[src/rtl/tws_pkg.sv]
package tws_pkg;

  localparam int unsigned ADDR_W    = 7;
  localparam int unsigned DATA_W    = 8;
  localparam int unsigned SHIFT_W   = 16;
  localparam int unsigned COUNT_W   = 5;
  localparam int unsigned HALF_W    = 8;
  localparam int unsigned WAIT_W    = 10;
  localparam int unsigned CFG_IDX_W = 2;
  localparam int unsigned CFG_DAT_W = 10;

  localparam logic [COUNT_W-1:0] BITS_WRITE = 5'd16;
  localparam logic [COUNT_W-1:0] BITS_BYTE  = 5'd8;

  localparam logic [CFG_IDX_W-1:0] CFG_HALF_PERIOD = 2'd0;
  localparam logic [CFG_IDX_W-1:0] CFG_BYTE_GAP    = 2'd1;
  localparam logic [CFG_IDX_W-1:0] CFG_TURNAROUND  = 2'd2;

  localparam logic [HALF_W-1:0] HALF_RESET = 8'd1;
  localparam logic [WAIT_W-1:0] GAP_RESET  = 10'd4;
  localparam logic [WAIT_W-1:0] TURN_RESET = 10'd5;

  localparam logic REQ_WRITE = 1'b1;

  typedef enum logic [2:0] {
    PH_IDLE      = 3'd0,
    PH_SEND_LOW  = 3'd1,
    PH_SEND_HIGH = 3'd2,
    PH_GAP       = 3'd3,
    PH_TURN      = 3'd4,
    PH_RECV_LOW  = 3'd5,
    PH_RECV_HIGH = 3'd6
  } phase_t;

  typedef struct packed {
    logic [HALF_W-1:0] half_period;
    logic [WAIT_W-1:0] byte_gap;
    logic [WAIT_W-1:0] turnaround;
  } cfg_t;

  typedef struct packed {
    logic              cs_n;
    logic              sclk;
    logic              sdio_out;
    logic              sdio_oe;
    logic              busy;
    logic              done;
    logic [DATA_W-1:0] read_data;
  } pins_t;

endpackage

[src/rtl/tws_seq.sv]
module tws_seq #(
  parameter int unsigned DELAY_BITS = 10
) (
  input  logic                         clk,
  input  logic                         rst_n,
  input  logic                         adv,
  input  tws_pkg::cfg_t                cfg,
  input  logic                         start_req,
  input  logic                         req_type,
  input  logic [tws_pkg::ADDR_W-1:0]   target_addr,
  input  logic [tws_pkg::DATA_W-1:0]   write_data,
  input  logic                         sdio_in,
  output tws_pkg::pins_t               pins_nxt
);

  localparam logic [16:0] LIM = 17'((18'(1) << DELAY_BITS) - 18'(1));

  tws_pkg::phase_t                   ph_r, ph_nxt;
  logic [tws_pkg::COUNT_W-1:0]       bc_r, bc_nxt;
  logic [DELAY_BITS-1:0]             dc_r, dc_nxt;
  logic [tws_pkg::SHIFT_W-1:0]       ss_r, ss_nxt;
  logic [tws_pkg::DATA_W-1:0]        rs_r, rs_nxt;
  logic                              wr_r, wr_nxt;

  logic [tws_pkg::HALF_W-1:0] half_raw;
  logic [16:0]                half_w, gap_w, turn_w;
  logic [DELAY_BITS-1:0]      half_len, gap_len, turn_len;

  always_comb begin
    half_raw = (cfg.half_period == '0) ? tws_pkg::HALF_W'(1) : cfg.half_period;
    half_w   = ({9'b0, half_raw} > LIM) ? LIM : {9'b0, half_raw};
    gap_w    = ({7'b0, cfg.byte_gap} > LIM) ? LIM : {7'b0, cfg.byte_gap};
    turn_w   = ({7'b0, cfg.turnaround} > LIM) ? LIM : {7'b0, cfg.turnaround};
    half_len = half_w[DELAY_BITS-1:0];
    gap_len  = gap_w[DELAY_BITS-1:0];
    turn_len = turn_w[DELAY_BITS-1:0];
  end

  logic done;
  logic gap_go, ab_go, turn_go, recv_go;

  always_comb begin
    ph_nxt  = ph_r;
    bc_nxt  = bc_r;
    dc_nxt  = dc_r;
    ss_nxt  = ss_r;
    rs_nxt  = rs_r;
    wr_nxt  = wr_r;
    done    = 1'b0;
    gap_go  = 1'b0;
    ab_go   = 1'b0;
    turn_go = 1'b0;
    recv_go = 1'b0;
    if (!(ph_r inside {[tws_pkg::PH_SEND_LOW:tws_pkg::PH_RECV_HIGH]})) begin
      ph_nxt = tws_pkg::PH_IDLE;
      if (start_req) begin
        wr_nxt = req_type;
        if (req_type == tws_pkg::REQ_WRITE) begin
          ss_nxt = {1'b1, target_addr, write_data};
          bc_nxt = tws_pkg::BITS_WRITE;
        end else begin
          ss_nxt = {9'b0, target_addr};
          bc_nxt = tws_pkg::BITS_BYTE;
        end
        ph_nxt = tws_pkg::PH_SEND_LOW;
        dc_nxt = half_len;
      end
    end else if (dc_r > DELAY_BITS'(1)) begin
      dc_nxt = dc_r - DELAY_BITS'(1);
    end else begin
      case (ph_r)
        tws_pkg::PH_SEND_LOW: begin
          ph_nxt = tws_pkg::PH_SEND_HIGH;
          dc_nxt = half_len;
        end
        tws_pkg::PH_SEND_HIGH: begin
          if (bc_r != '0) bc_nxt = bc_r - tws_pkg::COUNT_W'(1);
          if (bc_nxt[2:0] == 3'd0) begin
            gap_go = 1'b1;
          end else begin
            ph_nxt = tws_pkg::PH_SEND_LOW;
            dc_nxt = half_len;
          end
        end
        tws_pkg::PH_GAP:  ab_go = 1'b1;
        tws_pkg::PH_TURN: recv_go = 1'b1;
        tws_pkg::PH_RECV_LOW: begin
          rs_nxt = {rs_r[tws_pkg::DATA_W-2:0], sdio_in};
          ph_nxt = tws_pkg::PH_RECV_HIGH;
          dc_nxt = half_len;
        end
        tws_pkg::PH_RECV_HIGH: begin
          if (bc_r != '0) bc_nxt = bc_r - tws_pkg::COUNT_W'(1);
          if (bc_nxt == '0) begin
            ph_nxt = tws_pkg::PH_IDLE;
            dc_nxt = '0;
            done   = 1'b1;
          end else begin
            ph_nxt = tws_pkg::PH_RECV_LOW;
            dc_nxt = half_len;
          end
        end
        default: ph_nxt = tws_pkg::PH_IDLE;
      endcase
    end

    if (gap_go) begin
      if (gap_len == '0) begin
        ab_go = 1'b1;
      end else begin
        ph_nxt = tws_pkg::PH_GAP;
        dc_nxt = gap_len;
      end
    end
    if (ab_go) begin
      if (bc_nxt != '0) begin
        ph_nxt = tws_pkg::PH_SEND_LOW;
        dc_nxt = half_len;
      end else if (wr_r) begin
        ph_nxt = tws_pkg::PH_IDLE;
        dc_nxt = '0;
        done   = 1'b1;
      end else begin
        turn_go = 1'b1;
      end
    end
    if (turn_go) begin
      if (turn_len == '0) begin
        recv_go = 1'b1;
      end else begin
        ph_nxt = tws_pkg::PH_TURN;
        dc_nxt = turn_len;
      end
    end
    if (recv_go) begin
      bc_nxt = tws_pkg::BITS_BYTE;
      ph_nxt = tws_pkg::PH_RECV_LOW;
      dc_nxt = half_len;
    end
  end

  logic [tws_pkg::COUNT_W-1:0] bc_m1;

  always_comb begin
    bc_m1              = bc_nxt - tws_pkg::COUNT_W'(1);
    pins_nxt.cs_n      = (ph_nxt == tws_pkg::PH_IDLE);
    pins_nxt.busy      = (ph_nxt != tws_pkg::PH_IDLE);
    pins_nxt.done      = done;
    pins_nxt.read_data = rs_nxt;
    pins_nxt.sclk      = !(ph_nxt == tws_pkg::PH_SEND_LOW || ph_nxt == tws_pkg::PH_RECV_LOW);
    pins_nxt.sdio_oe   = (ph_nxt inside {tws_pkg::PH_SEND_LOW, tws_pkg::PH_SEND_HIGH,
                                         tws_pkg::PH_GAP, tws_pkg::PH_TURN});
    pins_nxt.sdio_out  = 1'b0;
    case (ph_nxt)
      tws_pkg::PH_SEND_LOW, tws_pkg::PH_SEND_HIGH: begin
        if (bc_nxt >= 5'd1 && bc_nxt <= 5'd16) pins_nxt.sdio_out = ss_nxt[bc_m1[3:0]];
      end
      tws_pkg::PH_GAP, tws_pkg::PH_TURN: begin
        if (bc_nxt < 5'd16) pins_nxt.sdio_out = ss_nxt[bc_nxt[3:0]];
      end
      default: pins_nxt.sdio_out = 1'b0;
    endcase
  end

  always_ff @(posedge clk) begin
    if (!rst_n) begin
      ph_r <= tws_pkg::PH_IDLE;
      bc_r <= '0;
      dc_r <= '0;
      ss_r <= '0;
      rs_r <= '0;
      wr_r <= 1'b0;
    end else if (adv) begin
      ph_r <= ph_nxt;
      bc_r <= bc_nxt;
      dc_r <= dc_nxt;
      ss_r <= ss_nxt;
      rs_r <= rs_nxt;
      wr_r <= wr_nxt;
    end
  end

endmodule

[src/rtl/three_wire_serial_register_master_core.sv]
// Three-wire half-duplex serial register master.
// Each input transaction is one timing tick: it carries the access request
// (start_req, req_type, target_addr, write_data) and the sampled data pin level.
// Each tick yields exactly one output transaction with the pin levels after
// that tick (cs_n, sclk, sdio_out, sdio_oe), busy_res, a one-tick done_res
// pulse and the receive byte in read_data.
// Both channels are valid/ready. The sequencer state and an output register
// advance together on each accepted tick, so the result appears in the cycle
// after acceptance and one tick is taken every cycle while the receiver keeps
// up. When out_ready is low the output register holds its transaction and
// in_ready drops; a new tick is taken in the same cycle the held one leaves.
// Configuration (half period, byte gap, turnaround) is written through cfg_we,
// cfg_index and cfg_wdata; the user does so only while no access is in progress (not enforced).
// After a synchronous reset (rst_n low) the sequencer is idle, the output
// register is empty and the configuration holds 1, 4 and 5 ticks.
module three_wire_serial_register_master_core #(
  parameter int unsigned DELAY_BITS = 10
) (
  input  logic                            clk,
  input  logic                            rst_n,
  input  logic                            in_valid,
  output logic                            in_ready,
  input  logic                            in_start_req,
  input  logic                            in_req_type,
  input  logic [tws_pkg::ADDR_W-1:0]      in_target_addr,
  input  logic [tws_pkg::DATA_W-1:0]      in_write_data,
  input  logic                            in_sdio_in,
  output logic                            out_valid,
  input  logic                            out_ready,
  output logic                            out_cs_n,
  output logic                            out_sclk,
  output logic                            out_sdio_out,
  output logic                            out_sdio_oe,
  output logic                            out_busy_res,
  output logic                            out_done_res,
  output logic [tws_pkg::DATA_W-1:0]      out_read_data,
  input  logic                            cfg_we,
  input  logic [tws_pkg::CFG_IDX_W-1:0]   cfg_index,
  input  logic [tws_pkg::CFG_DAT_W-1:0]   cfg_wdata
);

  tws_pkg::cfg_t  cfg_r;
  tws_pkg::pins_t pins_nxt, pins_r;
  logic           out_valid_r, out_valid_nxt;
  logic           adv;

  assign in_ready = !out_valid_r || out_ready;
  assign adv      = in_valid && in_ready;

  always_comb begin
    out_valid_nxt = out_valid_r;
    if (adv) out_valid_nxt = 1'b1;
    else if (out_ready) out_valid_nxt = 1'b0;
  end

  always_ff @(posedge clk) begin
    if (!rst_n) begin
      cfg_r.half_period <= tws_pkg::HALF_RESET;
      cfg_r.byte_gap    <= tws_pkg::GAP_RESET;
      cfg_r.turnaround  <= tws_pkg::TURN_RESET;
    end else if (cfg_we) begin
      case (cfg_index)
        tws_pkg::CFG_HALF_PERIOD: cfg_r.half_period <= cfg_wdata[tws_pkg::HALF_W-1:0];
        tws_pkg::CFG_BYTE_GAP:    cfg_r.byte_gap    <= cfg_wdata;
        tws_pkg::CFG_TURNAROUND:  cfg_r.turnaround  <= cfg_wdata;
        default: ;
      endcase
    end
  end

  tws_seq #(
    .DELAY_BITS(DELAY_BITS)
  ) u_seq (
    .clk        (clk),
    .rst_n      (rst_n),
    .adv        (adv),
    .cfg        (cfg_r),
    .start_req  (in_start_req),
    .req_type   (in_req_type),
    .target_addr(in_target_addr),
    .write_data (in_write_data),
    .sdio_in    (in_sdio_in),
    .pins_nxt   (pins_nxt)
  );

  always_ff @(posedge clk) begin
    if (!rst_n) begin
      out_valid_r <= 1'b0;
    end else begin
      out_valid_r <= out_valid_nxt;
    end
  end

  always_ff @(posedge clk) begin
    if (adv) pins_r <= pins_nxt;
  end

  assign out_valid     = out_valid_r;
  assign out_cs_n      = pins_r.cs_n;
  assign out_sclk      = pins_r.sclk;
  assign out_sdio_out  = pins_r.sdio_out;
  assign out_sdio_oe   = pins_r.sdio_oe;
  assign out_busy_res  = pins_r.busy;
  assign out_done_res  = pins_r.done;
  assign out_read_data = pins_r.read_data;

endmodule

[config.mk]
export PLATFORM = sky130hd
export DESIGN_NAME = three_wire_serial_register_master_core
export DESIGN_NICKNAME = d
export VERILOG_FILES = /design/src/rtl/tws_pkg.sv /design/src/rtl/tws_seq.sv /design/src/rtl/three_wire_serial_register_master_core.sv
export SDC_FILE = /design/constraint.sdc
export NUM_CORES = 1
export LEC_CHECK = 0
export BUFFER_PORTS_ARGS = -buffer_cell sky130_fd_sc_hd__clkbuf_2
export CAP_MARGIN = 20
export CORE_MARGIN = 1.5
export CORE_UTILIZATION = 50
export DETAILED_ROUTE_END_ITERATION = 12
export PLACE_DENSITY = 0.69
export SLEW_MARGIN = 20
export SYNTH_ARGS = -nofsm -noshare
export SYNTH_HDL_FRONTEND = slang
export SYNTH_SLANG_ARGS = --single-unit
export TNS_END_PERCENT = 30
[constraint.sdc]
create_clock -name clk -period 10.7 [get_ports clk]
set_input_delay 1.07 -clock clk [delete_from_list [all_inputs] [get_ports clk]]
set_output_delay 1.07 -clock clk [all_outputs]
set_load 0.005 [all_outputs]
==> impl_metrics.py <==
metrics = {
    "run_status": {
        "outcome": "finished, violations left",
        "violations": "DRC",
    },
    "die": {
        "coreArea_sq_um": 10790,
        "die_x_um": 107.8,
        "dieArea_sq_um": 11610,
        "rows": 38,
        "io_pins": 51,
        "start_util": 0.5085,
        "die_height_um": 107.8,
    },
    "flow_run": {
        "drv_cap": 0,
    },
    "clock_tree": {
        "clkSinkCount": 86,
        "cts_tree": "built",
        "cts_buffers": 9,
        "clkTransAtPathRegs_ns": 0.08,
        "cts_resized": 0,
        "cts_setup_buffers": 0,
        "ctsLongestPathBuffers": 2,
        "cts_max_level": 3,
        "insertion_delay_ns": 0.37,
        "ctsHoldBuffers": 0,
        "cts_root_buf": "clkbuf_8",
    },
    "power_and_ir_drop": {
        "p_leak_uw": 0.002389,
        "peakVddDrop_mv": 0.07606,
        "fin_total_pwr_uw": 821.6,
        "power_density_nw_per_um2": 137.8,
    },
    "finish": {
        "nets": 750,
        "areaGrowthSynthToFinish_pct": 8.641,
        "final_cells": 850,
        "antennaDiodeCount": 0,
        "drive_gt1_frac": 0.1563,
    },
    "synthesis": {
        "synthFlopType": "dfxtp_1",
        "synthAdderAreaFrac": 0.02280,
        "syn-num-nets": 721,
        "netlist_top_cells_area": "dfxtp_1 (26%), mux2i_1 (8.6%), edfxtp_1 (7.7%)",
        "synth-async-reset-ratio": 0,
        "yosysSeqAreaShare": 0.3393,
        "yosysWarningCount": 0,
        "synth-compound-area-share": 0.2054,
        "ys_types": 78,
        "synth_xor_area_frac": 0.01277,
        "synth_top_family_by_area": "simple AND/OR/NAND/NOR gates",
        "synth_top_area_frac": 0.2627,
        "yosys.area_share.simple": 0.2497,
        "postSynthAreaPerCell_sq_um": 8.118,
        "syn_inst": 676,
        "synth-seq-cells": 86,
        "synth_edf_count": 14,
        "syn_area_sq_um": 5488,
        "synth_area_leader_cell": "dfxtp_1",
        "synthMuxAreaShare": 0.1227,
    },
    "routing": {
        "totalWireLength_um": 15270,
        "wire_per_inst_um": 17.96,
        "via_count": 5318,
        "viasPerCell": 6.256,
        "drt_first_pass_iters": 10,
        "final_antenna_net_count": 0,
        "drt_iter0_drc": 551,
        "drc_errors": 2,
    },
    "setup_path": {
        "startpoint_type": "register",
        "timing.rr.start": "u_seq.bc_r[0]",
        "timing.rr.end": "out_sdio_out",
        "crit_path_max_incr_delay_ns": 0.65,
        "cpMaxStageDelayCell": "nor3b_1",
        "cp-startpoint": "u_seq.bc_r[0]",
        "cp_data_arrival_time_ns": 4.21,
        "r2r_cells": 12,
        "crit_type": "register to register",
        "path_max_fanout": 11,
        "cp-end-kind": "register",
        "ff2ff_setup_slack_ns": 6.72,
        "cp_cell_sequence": "inv_1 > ha_1 > nor3b_1 > a32o_1 > a31oi_1 > nor2_1 > nand2_1 > o21ai_2 > nor2_1 > nor4_1 > a2bb2o_1 > nand2_1",
        "endpoint": "out_sdio_out",
        "worstPathRequired_ns": 10.94,
    },
    "sta": {
        "fin_crit_sh": 0.3716,
        "tightestPinTransition_ns": 0.8988,
        "setup_slack_ns": 6.724,
        "final_hold_viol_count": 0,
        "setup_viol_count_final": 0,
        "slew_viol_final": 0,
        "whs_ns": 0.4624,
        "period_needed_ns": 3.976,
        "fin_skew_ns": 0.009960,
        "grt_setup_unrepaired": "false",
        "setup_tns_ns": 0,
        "fmax_mhz": 251.5,
        "maxSlewHeadroom": 0.4008,
    },
    "placement": {
        "dp_hpwl_um": 10880,
        "place.port_buffers": 50,
        "place.gp.congestion": 0.9900,
        "pre_cts_ws_ns": 6.825,
        "dp.cells": 834,
    },
    "global_route": {
        "antenna_found_initial": 0,
        "grt_pass1_wl_um": 24400,
        "grt_util_all_layers": 0.2676,
        "grt_overflow_total": 0,
        "grt_max_degree": 64,
        "grt_pass1_vias": 4739,
    },
    "worst_hold_path": {
        "hold_class": "register to register",
    },
}
==> area by class of cell <==
cell class / count / area [sq um]
fill: 996 / 4831
multi-input combinational: 529 / 3366
sequential: 86 / 1862
timing repair buffer: 56 / 295.3
tap: 140 / 175.2
clock buffer: 11 / 141.4
inverter: 23 / 87.58
clock inverter: 5 / 35.03
==> critical path, delay by kind of cell (launching register included) <==
| kind | cells | cell delay [ns] |
|---|---|---|
| and+or+nand+nor | 6 | 1.64 |
| adders and majority gates | 1 | 0.33 |
| buffers and inverters | 1 | 0.14 |
| DFF | 1 | 0.42 |
| AOI/OAI and AO/OA | 4 | 1.31 |
==> report_power, final <==
part           leakage, uW  internal (uW)  switching [uW]
Combinational      0.00157           91.5             149
Clock            0.0000893           90.8             120
Sequential        0.000727            350            20.2
==> Yosys cell counts, drive strengths merged, types with 6 or more instances <==
cell type,number
nor2,97
o21ai,37
inv,23
a21oi,68
nor3,20
a211oi,10
edfxtp,14
xnor2,6
or4,10
mux2,12
a31oi,6
and3,6
mux2i,47
dfxtp,72
ha,10
clkbuf,27
buf,11
nor4,17
nand3,22
nand2,70
==> cells by family after synthesis <==
| kind of cell | Yosys count |
|---|---|
| muxes | 62 |
| adders and majority gates | 10 |
| AOI/OAI and AO/OA | 175 |
| buffers and inverters | 61 |
| DFF | 86 |
| and+or+nand+nor | 274 |
| xor gates and xnor gates | 8 |
==> registers in the layout, summed over array words and instances, names as in the netlist <==
signal	flops
u_seq.ph_r	3
out_sdio_out	1
u_seq.rs_r	8
out_busy_res	1
out_sclk	1
out_valid	1
cfg_r	28
u_seq.dc_r	10
u_seq.bc_r	5
u_seq.wr_r	1
out_read_data	8
out_done_res	1
out_sdio_oe	1
out_cs_n	1
u_seq.ss_r	16
==> cell usage in the layout, fill, tap and decap left out, types with 14 or more instances in the layout <==
cell type	synthesis	layout
a21oi_1	66	66
clkbuf_2	1	50
nor3_1	19	19
edfxtp_1	14	14
inv_1	21	21
dfxtp_1	72	72
o21ai_0	29	29
mux2i_1	47	47
nor2_1	96	96
nand2_1	69	69
nand3_1	21	21
==> worst min-delay path by stage <==
stage          slack, ns              to  cells after the start           start
2_1_floorplan       0.44   u_seq.ss_r[1]                      2   u_seq.ss_r[1]
3_3_place_gp        0.45   u_seq.ss_r[8]                      2   u_seq.ss_r[8]
3_5_place_dp        0.45   u_seq.ss_r[8]                      2   u_seq.ss_r[8]
4_1_cts             0.46   u_seq.ss_r[8]                      2   u_seq.ss_r[8]
5_1_grt             0.48  u_seq.ss_r[14]                      2  u_seq.ss_r[14]
6_report            0.46   u_seq.ss_r[9]                      2   u_seq.ss_r[9]
==> stage by stage <==
step / instance area [sq um] / util
finish: 5962 / 0.5524
global route: 5962 / 0.5524
CTS: 5961 / 0.5523
detailed placement: 5784 / 0.5359
global placement: 5784 / 0.5359
floorplan: 5488 / -
==> routing by layer <==
| metal | share of wire | GRT usage |
|---|---|---|
| met1 | 0.45 | 0.3670 |
| met2 | 0.45 | 0.4222 |
| met3 | 0.070 | 0.03390 |
| met4 | 0.028 | 0.1147 |
| met5 | 0 | 0 |
No activity file was read; power rests on OpenSTA's default activity.
